<file path="config.mk">
export PLATFORM = sky130hd
export DESIGN_NAME = button_volume_mute_ptt_controller
export DESIGN_NICKNAME = d
export VERILOG_FILES = /design/src/design/bvmp_pkg.sv /design/src/design/bvmp_core.sv /design/src/design/button_volume_mute_ptt_controller.sv
export SDC_FILE = /design/constraint.sdc
export NUM_CORES = 1
export LEC_CHECK = 0
export ABC_AREA = 1
export BUFFER_PORTS_ARGS = -buffer_cell sky130_fd_sc_hd__buf_2
export CAP_MARGIN = 20
export CORE_ASPECT_RATIO = 0.5
export CORE_MARGIN = 2
export CORE_UTILIZATION = 50
export DETAILED_ROUTE_END_ITERATION = 8
export MAX_ROUTING_LAYER = met4
export PLACE_DENSITY = 0.73
export SLEW_MARGIN = 20
export SYNTH_ARGS = -nofsm -noshare
export SYNTH_HDL_FRONTEND = slang
export SYNTH_SLANG_ARGS = --single-unit
</file>
<file path="constraint.sdc">
create_clock -name clk -period 3.95 [get_ports clk]
set_input_delay 0 -clock clk [delete_from_list [all_inputs] [get_ports clk]]
set_output_delay 0 -clock clk [all_outputs]
set_load 0.01 [all_outputs]
</file>
<file path="src/design/bvmp_pkg.sv">
`default_nettype none

package bvmp_pkg;

	// Widths of the configuration port and the default tick counter width.
	localparam int CFG_W          = 16;
	localparam int CFG_IDX_W      = 2;
	localparam int COUNT_BITS_DEF = 16;

	// Configuration register indexes.
	localparam logic [CFG_IDX_W-1:0] REG_DEBOUNCE   = 2'd0;
	localparam logic [CFG_IDX_W-1:0] REG_LONG_PRESS = 2'd1;
	localparam logic [CFG_IDX_W-1:0] REG_PTT_LEAD   = 2'd2;

	// Reset values of the configuration registers.
	localparam logic [CFG_W-1:0] DEBOUNCE_RST   = 16'd7;
	localparam logic [CFG_W-1:0] LONG_PRESS_RST = 16'd200;
	localparam logic [CFG_W-1:0] PTT_LEAD_RST   = 16'd30;

	// Volume levels.
	localparam logic [2:0] LEVEL_MIN = 3'd1;
	localparam logic [2:0] LEVEL_MAX = 3'd5;
	localparam logic [2:0] LEVEL_RST = 3'd3;

	typedef enum logic [2:0] {
		PH_IDLE      = 3'd0,
		PH_DEBOUNCE  = 3'd1,
		PH_HOLD_MUTE = 3'd2,
		PH_PTT_LEAD  = 3'd3,
		PH_PTT_TALK  = 3'd4,
		PH_WAIT_REL  = 3'd5
	} phase_t;

	typedef enum logic [2:0] {
		KEY_NONE = 3'd0,
		KEY_MUTE = 3'd1,
		KEY_TALK = 3'd2,
		KEY_UP   = 3'd3,
		KEY_DOWN = 3'd4
	} key_t;

	// Sampled button levels of one tick, all active low.
	typedef struct packed {
		logic mute_n;
		logic talk_n;
		logic up_n;
		logic down_n;
	} keys_t;

	// Output pin image.
	typedef struct packed {
		logic mute;
		logic talk;
		logic pd;
		logic led;
		logic en;
		logic in1;
		logic in2;
	} pins_t;

	localparam pins_t PINS_RST = '{mute: 1'b0, talk: 1'b0, pd: 1'b0, led: 1'b1,
		en: 1'b1, in1: 1'b0, in2: 1'b0};

	// Switch pattern {enable, IN1, IN2} for a volume level.
	function automatic logic [2:0] level_pins(input logic [2:0] level);
		logic [2:0] p;
		case (level)
			3'd2:    p = 3'b000;
			3'd3:    p = 3'b010;
			3'd4:    p = 3'b001;
			3'd5:    p = 3'b011;
			default: p = 3'b100;
		endcase
		return p;
	endfunction

endpackage

`default_nettype wire

</file>
<file path="src/design/bvmp_core.sv">
`default_nettype none

module bvmp_core #(
	parameter int COUNT_BITS = bvmp_pkg::COUNT_BITS_DEF
) (
	input  wire logic                         clk,
	input  wire logic                         arst_n,
	input  wire logic                         step,
	input  wire bvmp_pkg::keys_t              keys,
	input  wire logic [bvmp_pkg::CFG_W-1:0]   debounce_ticks,
	input  wire logic [bvmp_pkg::CFG_W-1:0]   long_press_ticks,
	input  wire logic [bvmp_pkg::CFG_W-1:0]   ptt_lead_ticks,
	output bvmp_pkg::pins_t                   pins,
	output logic [2:0]                        volume_level
);
	import bvmp_pkg::*;

	localparam int CmpW = (COUNT_BITS > CFG_W) ? COUNT_BITS : CFG_W;
	localparam logic [COUNT_BITS-1:0] CountMax = '1;

	phase_t                phase_q, phase_d;
	key_t                  key_q, key_d, first_key;
	logic [COUNT_BITS-1:0] count_q, count_d, count_inc;
	logic                  long_q, long_d;
	logic                  muted_q, muted_d;
	logic [2:0]            level_q, level_d;
	pins_t                 pins_q, pins_d;
	logic                  held, db_hit, long_hit, lead_hit;

	// A threshold above the counter range counts as the counter maximum.
	function automatic logic at_limit(input logic [COUNT_BITS-1:0] cnt,
		input logic [CFG_W-1:0] lim);
		logic [CmpW-1:0] c;
		logic [CmpW-1:0] l;
		logic [CmpW-1:0] m;
		c = CmpW'(cnt);
		l = CmpW'(lim);
		m = CmpW'(CountMax);
		if (l > m) begin
			l = m;
		end
		return c >= l;
	endfunction

	// Level of the button being handled.
	always_comb begin
		case (key_q)
			KEY_MUTE: held = ~keys.mute_n;
			KEY_TALK: held = ~keys.talk_n;
			KEY_UP:   held = ~keys.up_n;
			KEY_DOWN: held = ~keys.down_n;
			default:  held = 1'b0;
		endcase
	end

	// Fixed-priority pick of a new press.
	always_comb begin
		if (!keys.mute_n) begin
			first_key = KEY_MUTE;
		end else if (!keys.talk_n) begin
			first_key = KEY_TALK;
		end else if (!keys.up_n) begin
			first_key = KEY_UP;
		end else if (!keys.down_n) begin
			first_key = KEY_DOWN;
		end else begin
			first_key = KEY_NONE;
		end
	end

	// Saturating tick count and the three threshold checks.
	assign count_inc = (count_q == CountMax) ? count_q : count_q + 1'b1;
	assign db_hit    = at_limit(count_inc, debounce_ticks);
	assign long_hit  = at_limit(count_inc, long_press_ticks);
	assign lead_hit  = at_limit(count_inc, ptt_lead_ticks);

	// Next phase.
	always_comb begin
		phase_d = phase_q;
		case (phase_q)
			PH_IDLE: begin
				if (first_key != KEY_NONE) begin
					phase_d = PH_DEBOUNCE;
				end
			end
			PH_DEBOUNCE: begin
				if (db_hit) begin
					if (!held) begin
						phase_d = PH_IDLE;
					end else begin
						case (key_q)
							KEY_MUTE:         phase_d = PH_HOLD_MUTE;
							KEY_TALK:         phase_d = PH_PTT_LEAD;
							KEY_UP, KEY_DOWN: phase_d = PH_WAIT_REL;
							default:          phase_d = PH_IDLE;
						endcase
					end
				end
			end
			PH_HOLD_MUTE, PH_PTT_TALK, PH_WAIT_REL: begin
				if (!held) begin
					phase_d = PH_IDLE;
				end
			end
			PH_PTT_LEAD: begin
				if (lead_hit) begin
					phase_d = PH_PTT_TALK;
				end
			end
			default: phase_d = PH_IDLE;
		endcase
	end

	// Counter, flags, level and pin updates for this tick.
	always_comb begin
		key_d   = key_q;
		count_d = count_q;
		long_d  = long_q;
		muted_d = muted_q;
		level_d = level_q;
		pins_d  = pins_q;
		case (phase_q)
			PH_IDLE: begin
				key_d = first_key;
				if (first_key != KEY_NONE) begin
					count_d = '0;
				end
			end
			PH_DEBOUNCE: begin
				count_d = count_inc;
				if (db_hit) begin
					count_d = '0;
					if (held && key_q == KEY_MUTE) begin
						long_d = 1'b0;
					end
					if (held && key_q == KEY_TALK) begin
						pins_d.pd = 1'b1;
					end
				end
			end
			PH_HOLD_MUTE: begin
				if (held) begin
					count_d = count_inc;
					if (long_hit) begin
						long_d = 1'b1;
					end
				end else begin
					if (long_q) begin
						muted_d     = ~muted_q;
						pins_d.mute = muted_q;
					end
					long_d = 1'b0;
				end
			end
			PH_PTT_LEAD: begin
				count_d = count_inc;
				if (lead_hit) begin
					pins_d.talk = 1'b1;
					pins_d.led  = 1'b0;
				end
			end
			PH_PTT_TALK: begin
				if (!held) begin
					pins_d.talk = 1'b0;
					pins_d.pd   = 1'b0;
					pins_d.led  = 1'b1;
				end
			end
			PH_WAIT_REL: begin
				if (!held) begin
					if (key_q == KEY_UP && level_q > LEVEL_MIN && level_q <= LEVEL_MAX) begin
						level_d = level_q - 3'd1;
						{pins_d.en, pins_d.in1, pins_d.in2} = level_pins(level_d);
					end else if (key_q == KEY_DOWN && level_q >= LEVEL_MIN &&
						level_q < LEVEL_MAX) begin
						level_d = level_q + 3'd1;
						{pins_d.en, pins_d.in1, pins_d.in2} = level_pins(level_d);
					end
				end
			end
			default: begin
			end
		endcase
		if (phase_d == PH_IDLE) begin
			key_d = KEY_NONE;
		end
	end

	// State registers, which also hold the result of the last tick.
	always_ff @(posedge clk or negedge arst_n) begin
		if (!arst_n) begin
			phase_q <= PH_IDLE;
			key_q   <= KEY_NONE;
			count_q <= '0;
			long_q  <= 1'b0;
			muted_q <= 1'b0;
			level_q <= LEVEL_RST;
			pins_q  <= PINS_RST;
		end else if (step) begin
			phase_q <= phase_d;
			key_q   <= key_d;
			count_q <= count_d;
			long_q  <= long_d;
			muted_q <= muted_d;
			level_q <= level_d;
			pins_q  <= pins_d;
		end
	end

	// Outputs.
	always_comb begin
		pins         = pins_q;
		volume_level = level_q;
	end

endmodule

`default_nettype wire

</file>
<file path="src/design/button_volume_mute_ptt_controller.sv">
// A word accepted at the input passes through an input register and then a state
// and result register before it reaches the output.
// Throughput: one word per cycle; out_stall holds the result and stalls the input.
// Reset: arst_n clears the pipeline, returns the controller to idle with level 3,
// drives the level-one switch pattern and loads the default tick thresholds.
`default_nettype none

module button_volume_mute_ptt_controller #(
	parameter int COUNT_BITS = bvmp_pkg::COUNT_BITS_DEF
) (
	input  wire logic                            clk,
	input  wire logic                            arst_n,
	input  wire logic                            in_valid,
	output logic                                 in_stall,
	input  wire logic                            mute_key_n,
	input  wire logic                            talk_key_n,
	input  wire logic                            louder_key_n,
	input  wire logic                            quieter_key_n,
	output logic                                 out_valid,
	input  wire logic                            out_stall,
	output logic                                 mute_pin,
	output logic                                 talk_out,
	output logic                                 power_down_pin,
	output logic                                 led_pin,
	output logic                                 switch_enable,
	output logic                                 switch_sel_low,
	output logic                                 switch_sel_high,
	output logic [2:0]                           volume_level,
	input  wire logic                            cfg_valid,
	output logic                                 cfg_ready,
	input  wire logic [bvmp_pkg::CFG_IDX_W-1:0]  cfg_index,
	input  wire logic [bvmp_pkg::CFG_W-1:0]      cfg_data
);
	import bvmp_pkg::*;

	logic             s1_valid_q;
	keys_t            keys_s1;
	logic             out_valid_q;
	logic             advance;
	logic             step;
	logic [CFG_W-1:0] debounce_q, long_press_q, ptt_lead_q;
	pins_t            pins;

	// Configuration writes are always taken.
	assign cfg_ready = 1'b1;

	always_ff @(posedge clk or negedge arst_n) begin
		if (!arst_n) begin
			debounce_q   <= DEBOUNCE_RST;
			long_press_q <= LONG_PRESS_RST;
			ptt_lead_q   <= PTT_LEAD_RST;
		end else if (cfg_valid && cfg_ready) begin
			case (cfg_index)
				REG_DEBOUNCE:   debounce_q   <= cfg_data;
				REG_LONG_PRESS: long_press_q <= cfg_data;
				REG_PTT_LEAD:   ptt_lead_q   <= cfg_data;
				default: begin
				end
			endcase
		end
	end

	// Pipeline flow: the result register moves whenever it is empty or taken.
	assign advance  = !out_valid_q || !out_stall;
	assign in_stall = s1_valid_q && !advance;
	assign step     = s1_valid_q && advance;

	always_ff @(posedge clk or negedge arst_n) begin
		if (!arst_n) begin
			s1_valid_q  <= 1'b0;
			out_valid_q <= 1'b0;
		end else begin
			if (!in_stall) begin
				s1_valid_q <= in_valid;
			end
			if (advance) begin
				out_valid_q <= s1_valid_q;
			end
		end
	end

	// Input word register.
	always_ff @(posedge clk) begin
		if (in_valid && !in_stall) begin
			keys_s1 <= '{mute_n: mute_key_n, talk_n: talk_key_n,
				up_n: louder_key_n, down_n: quieter_key_n};
		end
	end

	bvmp_core #(
		.COUNT_BITS(COUNT_BITS)
	) u_core (
		.clk             (clk),
		.arst_n          (arst_n),
		.step            (step),
		.keys            (keys_s1),
		.debounce_ticks  (debounce_q),
		.long_press_ticks(long_press_q),
		.ptt_lead_ticks  (ptt_lead_q),
		.pins            (pins),
		.volume_level    (volume_level)
	);

	// Result word.
	assign out_valid       = out_valid_q;
	assign mute_pin        = pins.mute;
	assign talk_out        = pins.talk;
	assign power_down_pin  = pins.pd;
	assign led_pin         = pins.led;
	assign switch_enable   = pins.en;
	assign switch_sel_low  = pins.in1;
	assign switch_sel_high = pins.in2;

	// Talking always happens inside the power-down window.
	assert property (@(posedge clk) disable iff (!arst_n) talk_out |-> power_down_pin)
		else $error("talk output high without power-down");

	// The LED pin is low exactly while talking.
	assert property (@(posedge clk) disable iff (!arst_n) led_pin == !talk_out)
		else $error("LED does not follow talk output");

	// The volume level never leaves its range.
	assert property (@(posedge clk) disable iff (!arst_n)
		volume_level >= LEVEL_MIN && volume_level <= LEVEL_MAX)
		else $error("volume level out of range");

	// A word that leaves the input register shows up as a result next cycle.
	assert property (@(posedge clk) disable iff (!arst_n) step |=> out_valid)
		else $error("processed word did not reach the output");

endmodule

`default_nettype wire

</file>
==> impl_summary.txt <==
----------------------------------------------------
[Outcome]
  Result of the run ... complete, no violations

[Timing]
  Max Fclk ... 274 MHz
  Number of max-slew violations in the final report ... 0
  Endpoints failing hold ... 0
  Final worst path period share ... 0.924
  Worst slew margin relative to its limit ... 0.294
  Clock Skews ... 8.79 ps
  Minimum setup slack in the final design ... 300 ps
  Number of failing setup endpoints in the final timing report ... 0
  Worst Max-Slew Pin Slew ... 1060 ps
  Post-layout minimum cycle time ... 3650 ps

[Worst setup path]
  Worst r2r dst ... u_core.key_q[0]$_DFFE_PN0P_
  Flop2flop setup slack ... 300 ps
  Setup crit start ... u_core.count_q[0]$_DFFE_PN0P_
  Peak per-stage delay on the critical path ... 410 ps
  Most common cell on crit path ... sky130_fd_sc_hd__nand2_1
  Max FO, Critical Path ... 6
  Crit Path Class ... reg -> reg
  Arrival time at the worst endpoint ... 3890 ps
  Worst-path cell with the longest stage delay ... sky130_fd_sc_hd__dfrtp_1
  Startpoint of the lowest-slack register-to-register path ... u_core.count_q[0]$_DFFE_PN0P_
  Startpoint types ... flip-flop
  Endpoint required time on the critical path ... 4190 ps
  Critical path endpoint category ... flip-flop
  R2R depth ... 26

[Hold path]
  Path type of the worst min-delay path ... in -> async

[CTS]
  Clock tree sinks ... 88
  Buffer cell driving the clock tree root ... sky130_fd_sc_hd__clkbuf_16
  Worst-skew pair later-pin latency ... 350 ps
  Deepest clock path buffer count ... 2
  Count of H-tree levels built during CTS ... 3
  Cts bufs inserted ... 9
  CTS tree ... done
  Post-CTS Setup Repair Bufs ... 0
  Clock slew seen by the registers of the worst setup and hold paths ... 60 ps

[Place]
  Placed instance area ... 5890 sq um
  Pre-CTS setup slack ... 334 ps
  Count of port buffers added during placement ... 38
  Global placer's final weighted congestion ... 0.964
  Post-detailed-placement half-perimeter wirelength ... 9000 um

[Synthesis]
  Cells after synthesis ... 711
  Number of enable flip-flop cells after synthesis ... 4
  Async set-or-reset flop fraction in the synthesized netlist ... 0.955
  Seq/Total Area, Yosys ... 0.404
  Post-synthesis sequential element count ... 88
  Commonest register cell after synthesis ... sky130_fd_sc_hd__dfrtp_1
  Synthesis Warnings ... 0
  Syn_area_per_cell ... 7.81 sq um
  Syn Std Cell Area ... 5550 sq um
  Synth Net Count ... 795
  Number of distinct standard cells referenced by the synthesized netlist ... 43

[Finish]
  Post-Route Utilization ... 0.592
  Final instance area ... 6450 sq um
  Nets@finish ... 858
  Antenna fix cells ... 0
  Synth-to-Final Area Change ... 16.3%
  Share of post-route cells with drive strength above 1 ... 0.123

[Route]
  DRC violation count after routing ... 0
  Via density per instance ... 5.14
  Number of detailed-routing iterations run before antenna repair ... 5
  Number of antenna-violating nets in the routed design ... 0
  Routed wire length ... 12,300 um
  Vias ... 4,752
  Per-cell routed wire length ... 13.3 um
  Starting DRC count in detailed routing ... 286

[GRT]
  Initial antenna violation count ... 0
  Wire length of the first global-routing pass ... 21,300 um
  Overall fraction of global-route tracks in use ... 0.228
  Residual overflow from global routing ... 0
  Vias in the first global route ... 4,565
  Largest net degree at the start of global routing ... 47

[Floorplanning]
  Effective utilization at floorplan ... 0.509
  Row count ... 27
  Io pins ... 40
  X dimension of the die ... 153 um
  Height of the chip ... 78.5 um
  Area of the core ... 10,900 sq um
  Die area ... 12,000 sq um

[Run]
  Max-cap viol count ... 0

[Power and ir drop]
  Overall power after layout ... 2.81 mW
  Leakage component of the power ... 3.42 nW
  Peak VDD IR ... 0.217 mV
  Pwr per Cell Area ... 435 nW/um^2

----------------------------------------------------
[stage by stage]
stage	cells	setup TNS (ps)	hold slack, ps
after global routing	924	-6.29	235
after CTS	924	0	185
after floorplan	711	0	-296
after global placement	885	0	6.31
after detailed placement	885	0	7.95
final	924	0	164
[power breakdown]
part | switching [mW] | internal, mW
sequential | 0.0926 | 1.06
clock | 0.362 | 0.545
combinational | 0.481 | 0.267
[what timing repair did]
action	CTS	global route
endpoints found under the setup margin	0	3
hold buffers	23	0
hold endpoints to repair	92	0
gates resized for setup	0	2
[logic make-up (layout without fill, tap and decap cells)]
family          Yosys count  in the layout  share of synthesized area
compound gates          137            137                      0.138
xor+xnor                 10             10                     0.0158
fa+ha+maj                57             57                      0.128
buf+inv                 153            221                      0.106
flops                    88             88                      0.404
mux                       1              1                    0.00270
other cells               1              1                   0.000676
simple gates            264            264                      0.205
[final cells by class]
cell class | count | area (sq um)
sequential | 88 | 2240
clock inverter | 4 | 50.0
fill | 963 | 4460
inverter | 140 | 526
tap | 145 | 181
clock buffer | 12 | 268
multi-input combinational | 470 | 2740
timing repair buffer | 65 | 453
[flip-flops by register name (all words and copies together), names as in the netlist]
signal	cells
debounce_q	16
keys_s1	4
long_press_q	16
out_valid	1
ptt_lead_q	16
s1_valid_q	1
u_core.count_q	16
u_core.key_q	3
u_core.long_q	1
u_core.muted_q	1
u_core.phase_q	3
u_core.pins	7
u_core.volume_level	3
[routing by layer]
metal / wire length, um / part of all wire / track usage
met1: 5700 / 0.46 / 0.280
met2: 5890 / 0.48 / 0.384
met3: 490 / 0.040 / 0.0502
met4: 202 / 0.016 / 0.0667
met5: 0 / 0 / -
[placed cells by master, fill, tap and decap left out, types with 6 or more instances in the layout]
cell type,count
sky130_fd_sc_hd__xor2_1,8
sky130_fd_sc_hd__nand4_1,12
sky130_fd_sc_hd__nor2_1,39
sky130_fd_sc_hd__o21ai_1,7
sky130_fd_sc_hd__inv_1,135
sky130_fd_sc_hd__a21oi_1,29
sky130_fd_sc_hd__dlygate4sd3_1,23
sky130_fd_sc_hd__o22ai_1,6
sky130_fd_sc_hd__dfstp_2,14
sky130_fd_sc_hd__buf_2,37
sky130_fd_sc_hd__nor3_1,8
sky130_fd_sc_hd__clkbuf_16,10
sky130_fd_sc_hd__dfrtp_1,70
sky130_fd_sc_hd__o21ai_0,77
sky130_fd_sc_hd__nand3_1,24
sky130_fd_sc_hd__nand2_1,161
sky130_fd_sc_hd__ha_1,57
[how the worst max path moves through the flow]
stage                                             end  slack, ps  cells after the start
after CTS                 u_core.key_q[0]$_DFFE_PN0P_        320                     25
after detailed placement  u_core.key_q[1]$_DFFE_PN0P_        330                     25
after floorplan           u_core.key_q[2]$_DFFE_PN0P_        910                     26
after global routing      u_core.key_q[2]$_DFFE_PN0P_         -6                     26
after global placement    u_core.key_q[2]$_DFFE_PN0P_        430                     25
final                     u_core.key_q[0]$_DFFE_PN0P_        300                     26
[critical path, delay by kind of cell, from the launching register on]
kind          cells  cell delay, ps
buf+inv           1             110
flops             1             410
xor+xnor          1             210
fa+ha+maj         2             490
simple gates     22            2340
[Yosys cell counts (all sizes together), types with 2 or more instances]
master | n | share of area
xor2 | 8 | 0.013
nor3 | 10 | 0.011
nand2 | 166 | 0.11
nand3 | 28 | 0.028
o211ai | 5 | 0.0077
ha | 57 | 0.13
dfrtp | 70 | 0.32
o22ai | 6 | 0.0068
buf | 4 | 0.0050
nor2 | 43 | 0.032
xnor2 | 2 | 0.0032
nand4 | 12 | 0.014
edfxtp | 4 | 0.022
a21oi | 30 | 0.029
o21ai | 86 | 0.080
o21a | 3 | 0.0041
inv | 140 | 0.095
o21bai | 2 | 0.0027
dfstp | 14 | 0.066
clkbuf | 9 | 0.0061
nor4 | 2 | 0.0023
No activity file was read; power rests on OpenSTA's default activity.
